**src/sv/ltpe_pkg.sv**
```systemverilog
// Package for the link transfer protocol engine: protocol bytes, commands,
// result-sequence codes and the request struct passed from front to back.
// No dependencies.
package ltpe_pkg;

    localparam logic [7:0] C_SOH = 8'h01;
    localparam logic [7:0] C_STX = 8'h02;
    localparam logic [7:0] C_ETX = 8'h03;
    localparam logic [7:0] C_EOT = 8'h04;
    localparam logic [7:0] C_ENQ = 8'h05;
    localparam logic [7:0] C_ACK = 8'h06;
    localparam logic [7:0] C_ETB = 8'h17;
    localparam logic [7:0] C_N   = 8'h4E;
    localparam logic [7:0] C_ZERO = 8'h30;
    localparam logic [7:0] C_EIGHT = 8'h38;
    localparam logic [7:0] C_ONE = 8'h31;
    localparam logic [7:0] C_ID_OFS = 8'h20;
    localparam logic [7:0] C_HEX_ALPHA = 8'h37;

    localparam logic [2:0] CMD_WRITE = 3'd0;
    localparam logic [2:0] CMD_READ  = 3'd1;
    localparam logic [2:0] CMD_RX    = 3'd2;
    localparam logic [2:0] CMD_TICK  = 3'd3;
    localparam logic [2:0] CMD_DATA  = 3'd4;

    localparam logic [1:0] CFG_TARGET  = 2'd0;
    localparam logic [1:0] CFG_SOURCE  = 2'd1;
    localparam logic [1:0] CFG_TIMEOUT = 2'd2;

    localparam logic [1:0] ST_OK      = 2'd0;
    localparam logic [1:0] ST_PROTO   = 2'd1;
    localparam logic [1:0] ST_TIMEOUT = 2'd2;

    // kind of result sequence the back end expands
    typedef enum logic [2:0] {
        SEQ_BYTES  = 3'd0,  // up to three listed tx bytes
        SEQ_HEADER = 3'd1,  // 17-byte header
        SEQ_HDR_STX = 3'd2, // expanded by the back end as the 17-byte header only
        SEQ_RX     = 3'd3,  // one received payload byte
        SEQ_DONE   = 3'd4,  // done with status, no bytes
        SEQ_TX_DONE = 3'd5  // one tx byte then done
    } seq_kind_t;

    typedef struct packed {
        seq_kind_t   kind;
        logic [1:0]  nbytes;
        logic [7:0]  b0;
        logic [7:0]  b1;
        logic [7:0]  b2;
        logic [1:0]  status;
        logic [15:0] address;
        logic [15:0] count;
        logic [3:0]  target;
        logic [3:0]  source;
        logic        is_read;
    } req_t;

    function automatic logic [7:0] hex_digit(input logic [3:0] v);
        return (v < 4'd10) ? (C_ZERO + {4'd0, v}) : (C_HEX_ALPHA + {4'd0, v});
    endfunction

endpackage

```
**src/sv/ltpe_front.sv**
```systemverilog
// Front end: accepts commands, runs the protocol state and emits one request
// per command that has results.
// Depends on ltpe_pkg.
module ltpe_front (
    input  logic               clk,
    input  logic               rst_n,
    input  logic               cfg_we,
    input  logic [1:0]         cfg_index,
    input  logic [15:0]        cfg_data,
    input  logic               push,
    output logic               full,
    input  logic [2:0]         command,
    input  logic [15:0]        target_address,
    input  logic [15:0]        byte_count,
    input  logic [7:0]         data_byte,
    output logic               req_valid,
    input  logic               req_ready,
    output ltpe_pkg::req_t     req
);
    import ltpe_pkg::*;

    typedef enum logic [6:0] {
        PH_IDLE     = 7'b0000001,
        PH_TID      = 7'b0000010,
        PH_HDR_ACK  = 7'b0000100,
        PH_WR_DATA  = 7'b0001000,
        PH_WR_ACK   = 7'b0010000,
        PH_RD_FRAME = 7'b0100000,
        PH_RD_EOT   = 7'b1000000
    } phase_t;

    phase_t      phase_reg, phase_next;
    logic        is_read_reg, is_read_next;
    logic [15:0] address_reg, address_next;
    logic [15:0] count_reg, count_next;
    logic [7:0]  blocks_reg, blocks_next;
    logic [8:0]  pos_reg, pos_next;
    logic [7:0]  lrc_reg, lrc_next;
    logic        err_reg, err_next;
    logic [15:0] tmo_reg, tmo_next;
    logic [3:0]  target_reg;
    logic [3:0]  source_reg;
    logic [15:0] timeout_reg;

    logic        emit;
    req_t        r;
    logic        accept;
    logic [8:0]  dlen;
    logic [7:0]  tid_byte;
    logic [7:0]  lrc_upd;
    logic [8:0]  pos_inc;

    assign full   = req_valid && !req_ready;
    assign accept = push && !full;
    assign dlen   = (blocks_reg != 8'd0) ? 9'd256 : {1'b0, count_reg[7:0]};
    assign tid_byte = {4'd0, target_reg} + C_ID_OFS;
    assign lrc_upd  = lrc_reg ^ data_byte;
    assign pos_inc  = pos_reg + 9'd1;

    always_comb
    begin
        phase_next   = phase_reg;
        is_read_next = is_read_reg;
        address_next = address_reg;
        count_next   = count_reg;
        blocks_next  = blocks_reg;
        pos_next     = pos_reg;
        lrc_next     = lrc_reg;
        err_next     = err_reg;
        tmo_next     = tmo_reg;
        emit         = 1'b0;
        r            = '0;
        r.kind       = SEQ_BYTES;
        r.target     = target_reg;
        r.source     = source_reg;
        r.address    = address_reg;
        r.count      = count_reg;
        r.is_read    = is_read_reg;
        case (command)
            CMD_WRITE, CMD_READ:
            begin
                if (phase_reg == PH_IDLE)
                begin
                    is_read_next = command[0];
                    address_next = target_address;
                    count_next   = byte_count;
                    blocks_next  = byte_count[15:8];
                    pos_next     = '0;
                    lrc_next     = '0;
                    err_next     = 1'b0;
                    tmo_next     = '0;
                    phase_next   = PH_TID;
                    emit     = 1'b1;
                    r.nbytes = 2'd3;
                    r.b0     = C_N;
                    r.b1     = tid_byte;
                    r.b2     = C_ENQ;
                end
            end
            CMD_RX:
            begin
                case (phase_reg)
                    PH_TID:
                    begin
                        if (data_byte != ((pos_reg == 9'd0) ? C_N :
                                          (pos_reg == 9'd1) ? tid_byte : C_ACK))
                        begin
                            err_next = 1'b1;
                        end
                        if (pos_reg >= 9'd2)
                        begin
                            emit = 1'b1;
                            if (err_next)
                            begin
                                r.kind = SEQ_DONE;
                                r.status = ST_PROTO;
                                phase_next = PH_IDLE;
                            end
                            else
                            begin
                                r.kind = SEQ_HEADER;
                                phase_next = PH_HDR_ACK;
                                tmo_next = '0;
                            end
                        end
                        else
                        begin
                            pos_next = pos_inc;
                        end
                    end
                    PH_HDR_ACK, PH_WR_ACK:
                    begin
                        emit = 1'b1;
                        if (data_byte != C_ACK)
                        begin
                            r.kind = SEQ_DONE;
                            r.status = ST_PROTO;
                            phase_next = PH_IDLE;
                        end
                        else if (phase_reg == PH_HDR_ACK && is_read_reg)
                        begin
                            emit = 1'b0;
                            pos_next = '0;
                            lrc_next = '0;
                            err_next = 1'b0;
                            tmo_next = '0;
                            phase_next = PH_RD_FRAME;
                        end
                        else if (phase_reg == PH_WR_ACK && blocks_reg == 8'd0)
                        begin
                            r.kind = SEQ_TX_DONE;
                            r.b0 = C_EOT;
                            r.status = ST_OK;
                            phase_next = PH_IDLE;
                        end
                        else
                        begin
                            if (phase_reg == PH_WR_ACK)
                            begin
                                blocks_next = blocks_reg - 8'd1;
                            end
                            pos_next = '0;
                            lrc_next = '0;
                            phase_next = PH_WR_DATA;
                            r.b0 = C_STX;
                            r.b1 = C_ETX;
                            r.b2 = 8'h00;
                            r.nbytes = 2'd1;
                            if (blocks_next == 8'd0 && count_reg[7:0] == 8'd0)
                            begin
                                r.nbytes = 2'd3;
                                phase_next = PH_WR_ACK;
                                tmo_next = '0;
                            end
                        end
                    end
                    PH_RD_FRAME:
                    begin
                        if (pos_reg == 9'd0)
                        begin
                            if (data_byte != C_STX)
                            begin
                                err_next = 1'b1;
                            end
                            pos_next = pos_inc;
                        end
                        else if (pos_reg <= dlen)
                        begin
                            lrc_next = lrc_upd;
                            pos_next = pos_inc;
                            if (!err_reg)
                            begin
                                emit = 1'b1;
                                r.kind = SEQ_RX;
                                r.b0 = data_byte;
                            end
                        end
                        else if (pos_reg == dlen + 9'd1)
                        begin
                            if (data_byte != ((blocks_reg != 8'd0) ? C_ETB : C_ETX))
                            begin
                                err_next = 1'b1;
                            end
                            pos_next = pos_inc;
                        end
                        else
                        begin
                            emit = 1'b1;
                            if (err_reg || data_byte != lrc_reg)
                            begin
                                r.kind = SEQ_DONE;
                                r.status = ST_PROTO;
                                phase_next = PH_IDLE;
                            end
                            else
                            begin
                                r.nbytes = 2'd1;
                                r.b0 = C_ACK;
                                tmo_next = '0;
                                if (blocks_reg != 8'd0)
                                begin
                                    blocks_next = blocks_reg - 8'd1;
                                    pos_next = '0;
                                    lrc_next = '0;
                                    err_next = 1'b0;
                                end
                                else
                                begin
                                    phase_next = PH_RD_EOT;
                                end
                            end
                        end
                    end
                    PH_RD_EOT:
                    begin
                        emit = 1'b1;
                        phase_next = PH_IDLE;
                        if (data_byte != C_EOT)
                        begin
                            r.kind = SEQ_DONE;
                            r.status = ST_PROTO;
                        end
                        else
                        begin
                            r.kind = SEQ_TX_DONE;
                            r.b0 = C_EOT;
                            r.status = ST_OK;
                        end
                    end
                    default:
                    begin
                    end
                endcase
            end
            CMD_TICK:
            begin
                if (phase_reg != PH_IDLE && phase_reg != PH_WR_DATA)
                begin
                    if (tmo_reg != 16'hFFFF)
                    begin
                        tmo_next = tmo_reg + 16'd1;
                    end
                    if (tmo_next >= timeout_reg)
                    begin
                        emit = 1'b1;
                        r.kind = SEQ_DONE;
                        r.status = ST_TIMEOUT;
                        phase_next = PH_IDLE;
                    end
                end
            end
            CMD_DATA:
            begin
                if (phase_reg == PH_WR_DATA)
                begin
                    emit = 1'b1;
                    r.nbytes = 2'd1;
                    r.b0 = data_byte;
                    lrc_next = lrc_upd;
                    pos_next = pos_inc;
                    if (pos_inc >= dlen)
                    begin
                        r.nbytes = 2'd3;
                        r.b1 = (blocks_reg != 8'd0) ? C_ETB : C_ETX;
                        r.b2 = lrc_upd;
                        phase_next = PH_WR_ACK;
                        tmo_next = '0;
                    end
                end
            end
            default:
            begin
            end
        endcase
        // a header followed by STX cannot arise; kept in kinds for the back end
    end

    always_ff @(posedge clk or negedge rst_n)
    begin
        if (!rst_n)
        begin
            phase_reg   <= PH_IDLE;
            is_read_reg <= 1'b0;
            address_reg <= '0;
            count_reg   <= '0;
            blocks_reg  <= '0;
            pos_reg     <= '0;
            lrc_reg     <= '0;
            err_reg     <= 1'b0;
            tmo_reg     <= '0;
            req_valid   <= 1'b0;
            target_reg  <= '0;
            source_reg  <= '0;
            timeout_reg <= 16'd300;
        end
        else
        begin
            if (cfg_we)
            begin
                case (cfg_index)
                    CFG_TARGET:  target_reg  <= cfg_data[3:0];
                    CFG_SOURCE:  source_reg  <= cfg_data[3:0];
                    CFG_TIMEOUT: timeout_reg <= cfg_data;
                    default:
                    begin
                    end
                endcase
            end
            if (req_valid && req_ready)
            begin
                req_valid <= 1'b0;
            end
            if (accept)
            begin
                phase_reg   <= phase_next;
                is_read_reg <= is_read_next;
                address_reg <= address_next;
                count_reg   <= count_next;
                blocks_reg  <= blocks_next;
                pos_reg     <= pos_next;
                lrc_reg     <= lrc_next;
                err_reg     <= err_next;
                tmo_reg     <= tmo_next;
                if (emit)
                begin
                    req_valid <= 1'b1;
                end
            end
        end
    end

    always_ff @(posedge clk)
    begin
        if (accept && emit)
        begin
            req <= r;
        end
    end

    property p_idle_after_done;
        @(posedge clk) disable iff (!rst_n)
        (accept && emit && r.kind == SEQ_DONE) |=> (phase_reg == PH_IDLE);
    endproperty
    a_idle_after_done: assert property (p_idle_after_done)
        else $error("phase not idle after done");

    property p_no_overwrite;
        @(posedge clk) disable iff (!rst_n)
        (req_valid && !req_ready) |=> (req_valid && $stable(req));
    endproperty
    a_no_overwrite: assert property (p_no_overwrite)
        else $error("pending request overwritten");

    property p_pos_bound;
        @(posedge clk) disable iff (!rst_n)
        (phase_reg == PH_TID) |-> (pos_reg <= 9'd2);
    endproperty
    a_pos_bound: assert property (p_pos_bound)
        else $error("reply position out of range");

endmodule

```
**src/sv/ltpe_back.sv**
```systemverilog
// Back end: expands each request into result items for the output queue.
// Depends on ltpe_pkg.
module ltpe_back (
    input  logic           clk,
    input  logic           rst_n,
    input  logic           req_valid,
    output logic           req_ready,
    input  ltpe_pkg::req_t req,
    output logic           empty,
    input  logic           pop,
    output logic           tx_valid,
    output logic [7:0]     tx_byte,
    output logic           rx_valid,
    output logic [7:0]     rx_byte,
    output logic           done_res,
    output logic [1:0]     status,
    output logic           last
);
    import ltpe_pkg::*;

    logic        busy_reg;
    req_t        cur_reg;
    logic [4:0]  idx_reg;
    logic [4:0]  total;
    logic [7:0]  hdr [17];
    logic [7:0]  hdr_x;
    logic        out_v_reg;
    logic        o_txv, o_rxv, o_dn, o_last;
    logic [7:0]  o_b;
    logic [1:0]  o_st;
    logic        adv;
    logic        load;

    always_comb
    begin
        hdr[0]  = C_SOH;
        hdr[1]  = C_ZERO;
        hdr[2]  = C_ZERO + {4'd0, cur_reg.target};
        hdr[3]  = cur_reg.is_read ? C_ZERO : C_EIGHT;
        hdr[4]  = C_ONE;
        hdr[5]  = hex_digit(cur_reg.address[15:12]);
        hdr[6]  = hex_digit(cur_reg.address[11:8]);
        hdr[7]  = hex_digit(cur_reg.address[7:4]);
        hdr[8]  = hex_digit(cur_reg.address[3:0]);
        hdr[9]  = hex_digit(cur_reg.count[15:12]);
        hdr[10] = hex_digit(cur_reg.count[11:8]);
        hdr[11] = hex_digit(cur_reg.count[7:4]);
        hdr[12] = hex_digit(cur_reg.count[3:0]);
        hdr[13] = C_ZERO;
        hdr[14] = C_ZERO + {4'd0, cur_reg.source};
        hdr[15] = C_ETB;
        hdr_x = '0;
        for (int i = 1; i < 15; i++)
        begin
            hdr_x = hdr_x ^ hdr[i];
        end
        hdr[16] = hdr_x;
    end

    always_comb
    begin
        o_txv = 1'b0;
        o_rxv = 1'b0;
        o_dn  = 1'b0;
        o_b   = '0;
        o_st  = '0;
        total = 5'd1;
        case (cur_reg.kind)
            SEQ_BYTES:
            begin
                total = {3'd0, cur_reg.nbytes};
                o_txv = 1'b1;
                o_b = (idx_reg == 5'd0) ? cur_reg.b0 :
                      (idx_reg == 5'd1) ? cur_reg.b1 : cur_reg.b2;
            end
            SEQ_HEADER, SEQ_HDR_STX:
            begin
                total = 5'd17;
                o_txv = 1'b1;
                o_b = hdr[idx_reg];
            end
            SEQ_RX:
            begin
                o_rxv = 1'b1;
                o_b = cur_reg.b0;
            end
            SEQ_DONE:
            begin
                o_dn = 1'b1;
                o_st = cur_reg.status;
            end
            SEQ_TX_DONE:
            begin
                total = 5'd2;
                if (idx_reg == 5'd0)
                begin
                    o_txv = 1'b1;
                    o_b = cur_reg.b0;
                end
                else
                begin
                    o_dn = 1'b1;
                    o_st = cur_reg.status;
                end
            end
            default:
            begin
            end
        endcase
        o_last = (idx_reg + 5'd1 == total);
    end

    assign adv       = busy_reg && (!out_v_reg || pop);
    assign load      = !busy_reg || (adv && o_last);
    assign req_ready = load;
    assign empty     = !out_v_reg;

    always_ff @(posedge clk or negedge rst_n)
    begin
        if (!rst_n)
        begin
            busy_reg  <= 1'b0;
            idx_reg   <= '0;
            out_v_reg <= 1'b0;
        end
        else
        begin
            if (pop && out_v_reg)
            begin
                out_v_reg <= 1'b0;
            end
            if (adv)
            begin
                out_v_reg <= 1'b1;
                idx_reg <= idx_reg + 5'd1;
            end
            if (load)
            begin
                busy_reg <= req_valid;
                idx_reg  <= '0;
            end
        end
    end

    always_ff @(posedge clk)
    begin
        if (load && req_valid)
        begin
            cur_reg <= req;
        end
        if (adv)
        begin
            tx_valid <= o_txv;
            rx_valid <= o_rxv;
            tx_byte  <= o_txv ? o_b : 8'd0;
            rx_byte  <= o_rxv ? o_b : 8'd0;
            done_res <= o_dn;
            status   <= o_st;
            last     <= o_last;
        end
    end

    property p_hold_out;
        @(posedge clk) disable iff (!rst_n)
        (out_v_reg && !pop) |=> (out_v_reg && $stable(tx_byte) && $stable(last));
    endproperty
    a_hold_out: assert property (p_hold_out)
        else $error("result changed while waiting");

    property p_idx_range;
        @(posedge clk) disable iff (!rst_n)
        busy_reg |-> (idx_reg < 5'd17);
    endproperty
    a_idx_range: assert property (p_idx_range)
        else $error("sequence index out of range");

    property p_one_kind;
        @(posedge clk) disable iff (!rst_n)
        out_v_reg |-> $onehot0({tx_valid, rx_valid, done_res});
    endproperty
    a_one_kind: assert property (p_one_kind)
        else $error("result carries more than one kind");

endmodule

```
**src/sv/link_transfer_protocol_engine_core.sv**
```systemverilog
// Link transfer protocol engine, master side.
// Path: front request register, back-end sequence register, output register.
// Throughput: one command per cycle; a command with n results holds the back end
// for all n (header: 17), and input stalls once the single request slot is full.
// Reset: asynchronous, active low; idle phase, empty queue, reply_timeout 300.
module link_transfer_protocol_engine_core (
    input  logic        clk,
    input  logic        rst_n,
    input  logic        cfg_we,
    input  logic [1:0]  cfg_index,
    input  logic [15:0] cfg_data,
    input  logic        push,
    output logic        full,
    input  logic [2:0]  command,
    input  logic [15:0] target_address,
    input  logic [15:0] byte_count,
    input  logic [7:0]  data_byte,
    output logic        empty,
    input  logic        pop,
    output logic        tx_valid,
    output logic [7:0]  tx_byte,
    output logic        rx_valid,
    output logic [7:0]  rx_byte,
    output logic        done_res,
    output logic [1:0]  status,
    output logic        last
);
    import ltpe_pkg::*;

    logic req_valid;
    logic req_ready;
    req_t req;

    ltpe_front u_front (
        .clk            (clk),
        .rst_n          (rst_n),
        .cfg_we         (cfg_we),
        .cfg_index      (cfg_index),
        .cfg_data       (cfg_data),
        .push           (push),
        .full           (full),
        .command        (command),
        .target_address (target_address),
        .byte_count     (byte_count),
        .data_byte      (data_byte),
        .req_valid      (req_valid),
        .req_ready      (req_ready),
        .req            (req)
    );

    ltpe_back u_back (
        .clk       (clk),
        .rst_n     (rst_n),
        .req_valid (req_valid),
        .req_ready (req_ready),
        .req       (req),
        .empty     (empty),
        .pop       (pop),
        .tx_valid  (tx_valid),
        .tx_byte   (tx_byte),
        .rx_valid  (rx_valid),
        .rx_byte   (rx_byte),
        .done_res  (done_res),
        .status    (status),
        .last      (last)
    );

endmodule

```
**config.mk**
```make
export PLATFORM = sky130hd
export DESIGN_NAME = link_transfer_protocol_engine_core
export DESIGN_NICKNAME = d
export VERILOG_FILES = /design/src/sv/ltpe_pkg.sv /design/src/sv/ltpe_front.sv /design/src/sv/ltpe_back.sv /design/src/sv/link_transfer_protocol_engine_core.sv
export SDC_FILE = /design/constraint.sdc
export NUM_CORES = 1
export LEC_CHECK = 0
export ABC_AREA = 1
export BUFFER_PORTS_ARGS = -buffer_cell sky130_fd_sc_hd__buf_2
export CORE_UTILIZATION = 50
export DETAILED_ROUTE_END_ITERATION = 12
export GPL_TIMING_DRIVEN = 1
export PLACE_DENSITY = 0.68
export SLEW_MARGIN = 20
export SYNTH_ARGS = -nofsm -noshare
export SYNTH_HDL_FRONTEND = slang
export SYNTH_SLANG_ARGS = --single-unit
```
**constraint.sdc**
```tcl
create_clock -name clk -period 6.5 [get_ports clk]
set_clock_uncertainty 0.05 [all_clocks]
set_input_delay 0.65 -clock clk [delete_from_list [all_inputs] [get_ports clk]]
set_output_delay 0.65 -clock clk [all_outputs]
set_load 0.05 [all_outputs]
```
After elaboration in Yosys (flattened, before gate mapping):

Index checks and enable logic that the tools add are counted.
W data, S select, Z words.

* register bits: 280
* bits of input ports: 66
* output and inout port bits: 24
* word-level logic and storage cells: 394

* $add $sub $neg: 24
* order comparisons: 13
* eq/ne operators: 64
* multiplexer cells: 187
* bitwise gates (word level): 15
* reduce and logical (&&, ||, !) cells: 46

Operators with widths (count)
* $mux W8: 42
* $mux W16: 19
* $add A6 B4 Y7 const A: 18
* $mux W9: 13
* $mux W7: 14
* $xor A8 B8 Y8: 11
* $mux W26: 3
* $pmux W26 S3: 1
* $pmux W16 S4: 1
* $pmux W7 S4: 2
* $pmux W9 S3: 2
* $pmux W16 S3: 1
* $pmux W8 S2: 3
* $pmux W8 S3: 2
* $bmux W8 S5: 1
* $mux W1: 36
* $mux W3: 11
* $lt A4 B4 Y1 const B: 8
* $pmux W8 S4: 1
* $mux W31: 1
* $ne A3 B3 Y1 const B: 10
* $mux W13: 2
* $mux W2: 13
* $logic_not A8 Y1: 3
* other kinds (77): 131

Logic depth before layout (Yosys ltp):

* depth after elaboration: 18
* gate-level depth with buffers: 25
* depth with buffers taken out: 22

Hierarchy:

From an unflattened synthesis, not the netlist that was laid out.

* cell total of the unflattened synthesis: 1912
* area, all modules: 16037.9 µm²

Modules (own cells, without submodules)
* ltpe_front: instances 1, cells an instance 1173, area an instance 10002.1 µm², seq. area each 4785.8 µm²
* ltpe_back: instances 1, cells an instance 739, area an instance 6035.8 µm², seq. area each 2997.9 µm²

Least setup slack after synthesis:

No wires, ideal clock.

* path type: reg-to-reg
* from: register u_back.idx_reg[0]
* to: register u_back.cur_reg[0] (netlist name), enable pin
* library setup time: 521 ps
* arrival time: 4667 ps
* required time: 5929 ps
* slack: 1263 ps
* stages on the path, launching flop included: 8
* path buffers: 0
* period minus slack after synthesis: 5237 ps
* path through: dfrtp_1 -> ha_1 -> nand2_1 -> xor2_1 -> nor2_1 -> nor3_2 -> nand3_1 -> a21oi_1

* longest elaborated chain between the ends: 5

RTL lines
* from (decl): RTL line ltpe_back.sv:23 `logic [4:0] idx_reg;`
* from (signal assigned): RTL line ltpe_back.sv:135 `idx_reg <= idx_reg + 5'd1;`
* $add A5 B1 Y5: RTL line ltpe_back.sv:110 `o_last = (idx_reg + 5'd1 == total);`
* $eq A5 B5 Y1: RTL line ltpe_back.sv:110
* $logic_and A1 B1 Y1: RTL line ltpe_back.sv:114 `assign load = !busy_reg || (adv && o_last);`
* $logic_or A1 B1 Y1: RTL line ltpe_back.sv:114
* $logic_and A1 B1 Y1: RTL line ltpe_back.sv:147 `if (load && req_valid)`
* to (signal assigned): RTL line ltpe_back.sv:149 `cur_reg <= req;`
* to (decl): RTL line ltpe_back.sv:22 `req_t cur_reg;`

No other way between the ends.
A chain may end at the register's enable or synchronous reset.

Final worst setup path:

* from: register u_front.tmo_reg[0]
* to: register, netlist name u_front.req[32]

* longest elaborated chain between the ends: 9
* elaborated cells on any way between the ends: 10
* those cells by class: 1 x add/sub; 1 x order compare; 1 x eq/ne; 6 x mux; 1 x reduce/logical

RTL lines
* from (decl): RTL line ltpe_front.sv:40 `logic [15:0] tmo_reg, tmo_next;`
* from (signal assigned): RTL line ltpe_front.sv:343 `tmo_reg <= tmo_next;`
* $add A16 B1 Y16 or $ne A16 B16 Y1 (tied branches): RTL line ltpe_front.sv:261, ltpe_front.sv:259
* $mux W16 (*): RTL line ltpe_front.sv:259 `if (tmo_reg != 16'hFFFF)`
* $mux W16 (*): RTL line ltpe_front.sv:257 `if (phase_reg != PH_IDLE && phase_reg != PH_WR_DATA)`
* $mux W16 (*): RTL line ltpe_front.sv:79 `case (command)`
* $ge A16 B16 Y1 (*): RTL line ltpe_front.sv:263 `if (tmo_next >= timeout_reg)`
* $mux W1 (*): RTL line ltpe_front.sv:263
* $mux W1 (*): RTL line ltpe_front.sv:257
* $pmux W1 S4 (*): RTL line ltpe_front.sv:79
* $logic_and A1 B1 Y1 (*): RTL line ltpe_front.sv:354 `if (accept && emit)`

Mark *: on every way between the ends. The rest lies on a longest branch, timed or not. The select of a mux whose other input is x is not followed.

==> results.py <==
metrics = {
    "outcome": {
        "status": "finished, final reports clean",
    },
    "cts": {
        "cts_htree_levels": 1,
        "cts_tree": "yes",
        "path_clk_slew_ps": 70,
        "cts_hold_buffers": 0,
        "clock_path_buffers": 3,
        "cts.sinks": 276,
        "cts_resized": 0,
        "cts_root_buffer": "clkbuf_16",
        "cts_made_buffers": 30,
        "cts_setup_buffers": 0,
        "insertion_delay_ps": 560,
    },
    "placement": {
        "portBuffers": 89,
        "hpwl_mm": 28.00,
        "gp_congestion": 0.9416,
    },
    "grt": {
        "grt_pass1_vias": 11290,
        "grt_max_degree": 74,
        "overflow": 0,
        "grt_use_total_pct": 24.26,
        "grt_pass1_wl_mm": 59.28,
        "antenna_found_initial": 0,
    },
    "routing": {
        "drtAntennaViolNets": 0,
        "route.vias.total": 11510,
        "post_drt_via_cell_ratio": 5.372,
        "post_drt_wl_per_cell_um": 17.13,
        "wl_mm": 36.71,
        "route.detailed.drc": 0,
        "drtPass1Iterations": 7,
        "drt_iter0_markers": 925,
    },
    "setup_path": {
        "cp_num_cells": 23,
        "path_common_cell": "nand3_1",
        "slowest_delay_ps": 530,
        "path_cells": "ha_1 -> nand3_1 -> inv_1 -> nand4_1 -> nor2_1 -> nand3_1 -> inv_1 -> nor4_1 -> nand2_1 -> nor2_1 -> a21oi_1 -> ha_1 -> nand2_1 -> nor3_1 -> nand3_1 -> nand3_1 -> nand3_1 -> inv_1 -> nor2_1 -> nand2_1 -> nand2_1 -> inv_2 -> buf_4",
        "critPathCaptureType": "flop",
        "worstPathArrival_ps": 4980,
        "rr_startpoint": "u_front.tmo_reg[0]",
        "critPathTopFamily": "simple AND/OR/NAND/NOR gates",
        "critPathBufInv": 5,
        "cp_max_fo": 38,
        "r2r_end": "u_front.req[32]",
        "reg2regPathDepth": 23,
        "cp-startpoint": "u_front.tmo_reg[0]",
        "crit_type": "reg -> reg",
        "slowest_stage": "buf_4",
        "startpoint_type": "flop",
        "regToRegSetupSlack_ps": 1650,
        "required_ps": 6640,
        "crit_end": "u_front.req[32]",
    },
    "power_and_ir_drop": {
        "p_per_area_mw_per_mm2": 326.8,
        "leakagePower_nw": 7.488,
        "peakVddDrop_mv": 0.2471,
        "power_w": 0.005563,
    },
    "floorplan": {
        "rows": 63,
        "die_w_um": 175.9,
        "boundaryPins": 90,
        "coreArea_mm2": 0.02972,
        "initial_utilization_pct": 50.87,
        "die_area_mm2": 0.03094,
        "die_y_um": 175.9,
    },
    "synth": {
        "yosysWarnings": 0,
        "netlist_area_mm2": 0.01512,
        "synth.area.top_cells": "edfxtp_1 (32%), dfrtp_1 (18%), nand2_1 (7.7%)",
        "synth.distinct_cells": 58,
        "synth_seq_cells": 276,
        "synth.avg_cell_area_um2": 9.281,
        "ys.flop_type": "edfxtp_1",
        "synthArstFlopShare_pct": 41.30,
        "syn-num-nets": 1743,
        "synth_top_area_share_pct": 32.18,
        "syn_inst": 1629,
        "synth_edf_count": 162,
        "yosysTopAreaCell": "edfxtp_1",
        "ys_seq_area_share_pct": 51.09,
    },
    "sta": {
        "tns_ps": 0,
        "maxSlewViolCount": 0,
        "finalCriticalPeriod_ps": 4847,
        "hold_violations": 0,
        "fmax_mhz": 206.3,
        "relSlewSlack_pct": 30.86,
        "fin_crit_sh_pct": 74.57,
        "rsz0062_at_grt": "no",
        "finalSetupViolCount": 0,
        "tightest_slew_ps": 1028,
    },
    "final_layout": {
        "nets": 1843,
        "layout_common_cells": "nand2_1 (311), inv_1 (206), edfxtp_1 (162), nor2_1 (153), dfrtp_1 (109)",
        "final_common_cell": "nand2_1",
        "n_antenna_cell": 0,
        "drive_gt1_share_pct": 15.74,
        "syn_to_final_growth_pct": 12.58,
    },
    "flow_run": {
        "max-cap-violations": 0,
    },
    "min_path": {
        "hold_class": "in -> async",
    },
}
## area by class of cell
type | count | area, um^2
clock buffers | 34 | 797.0
clock inverters | 22 | 299.0
well taps | 390 | 488.0
inverters | 217 | 815.8
multi-input cells | 1108 | 6396
fillers | 2643 | 12700
flip-flops and latches | 276 | 7724
repair buffers | 96 | 500.5
## worst register-to-register path, stage by stage (launching register included)
cell and delay (ps):
dfrtp_1 420, ha_1 230, nand3_1 150, inv_1 70, nand4_1 150, nor2_1 90
nand3_1 200, inv_1 120, nor4_1 360, nand2_1 100, nor2_1 110, a21oi_1 70
ha_1 280, nand2_1 40, nor3_1 230, nand3_1 110, nand3_1 170, nand3_1 190
inv_1 120, nor2_1 50, nand2_1 50, nand2_1 70, inv_2 480, buf_4 540
## report_power, final
| part | total [W] | switching [W] | internal, W |
|---|---|---|---|
| registers | 0.00235 | 0.000189 | 0.00216 |
| clock network | 0.00185 | 0.000720 | 0.00113 |
| logic | 0.00136 | 0.000925 | 0.000436 |
| total | 0.00556 | 0.00183 | 0.00373 |
## per-layer routing
layer | share of wire, % | global-route usage (%) | up-vias
met5 | 0 | 0 | -
met4 | 2.2 | 7.029 | 0
met3 | 5.4 | 3.442 | 61
met2 | 47 | 40.51 | 327
met1 | 45 | 32.86 | 5437
li1 | - | - | 5687
## cell families (layout without fill, tap and decap cells)
kind of cell | after synthesis | in the layout | synth area share, %
XOR/XNOR | 93 | 93 | 5.437
flip-flops | 276 | 276 | 51.09
AND/OR/NAND/NOR | 664 | 664 | 19.62
adder cells (fa/ha/maj) | 48 | 48 | 3.973
multiplexers | 25 | 25 | 1.862
buffers and inverters | 245 | 369 | 6.761
AO/OA/AOI/OAI | 278 | 278 | 11.26
## worst min-delay path by stage
stage	slack, ps	start	cells after the start	end
finish	210	rst_n	1	u_front.blocks_reg[4]
global route	270	cfg_data[5]	3	u_front.timeout_reg[5]
CTS	240	rst_n	1	u_front.timeout_reg[6]
detailed placement	350	u_front.req[13]	0	u_back.cur_reg[13]
global placement	350	u_front.req[31]	0	u_back.cur_reg[31]
floorplan	300	rst_n	0	u_back.busy_reg
## metrics by stage
stage / cells / hold WS [ps] / setup slack (ps) / cell area (um^2) / utilization, %
4_1_cts: 2143 / 241.6 / 1608 / 17010 / 57.24
2_1_floorplan: 1629 / 304.4 / 1263 / 15120 / -
5_1_grt: 2143 / 271.2 / 1211 / 17020 / 57.27
6_report: 2143 / 213.1 / 1653 / 17020 / 57.27
3_3_place_gp: 2087 / 351.3 / 1735 / 15910 / 53.55
3_5_place_dp: 2087 / 354.5 / 1643 / 15910 / 53.55
## cell usage after synthesis, types with 3 or more instances
library cell and count:
o21a_1 4, dfrtp_1 109, nor4_1 7, inv_2 6, clkinv_1 3, xnor2_1 32
o22ai_1 15, nor2_1 154, nand3b_1 6, nand2_4 5, nand3_2 3, o211ai_1 9
xor2_1 60, mux2_2 25, clkbuf_1 11, or2_2 10, nand2_1 311, nor3_2 3
o21ai_0 88, nand4_1 21, o21ai_2 40, o31ai_1 5, o21ai_1 19, ha_1 48
o221ai_1 10, buf_2 5, a21oi_1 70, nand3_1 88, buf_4 3, dfstp_2 5
buf_6 6, nor3_1 26, nand2_2 14, inv_1 207, nor2_2 6, edfxtp_1 162
nor2_4 3, o2111ai_1 3
Power figures use the tool's default switching activity.
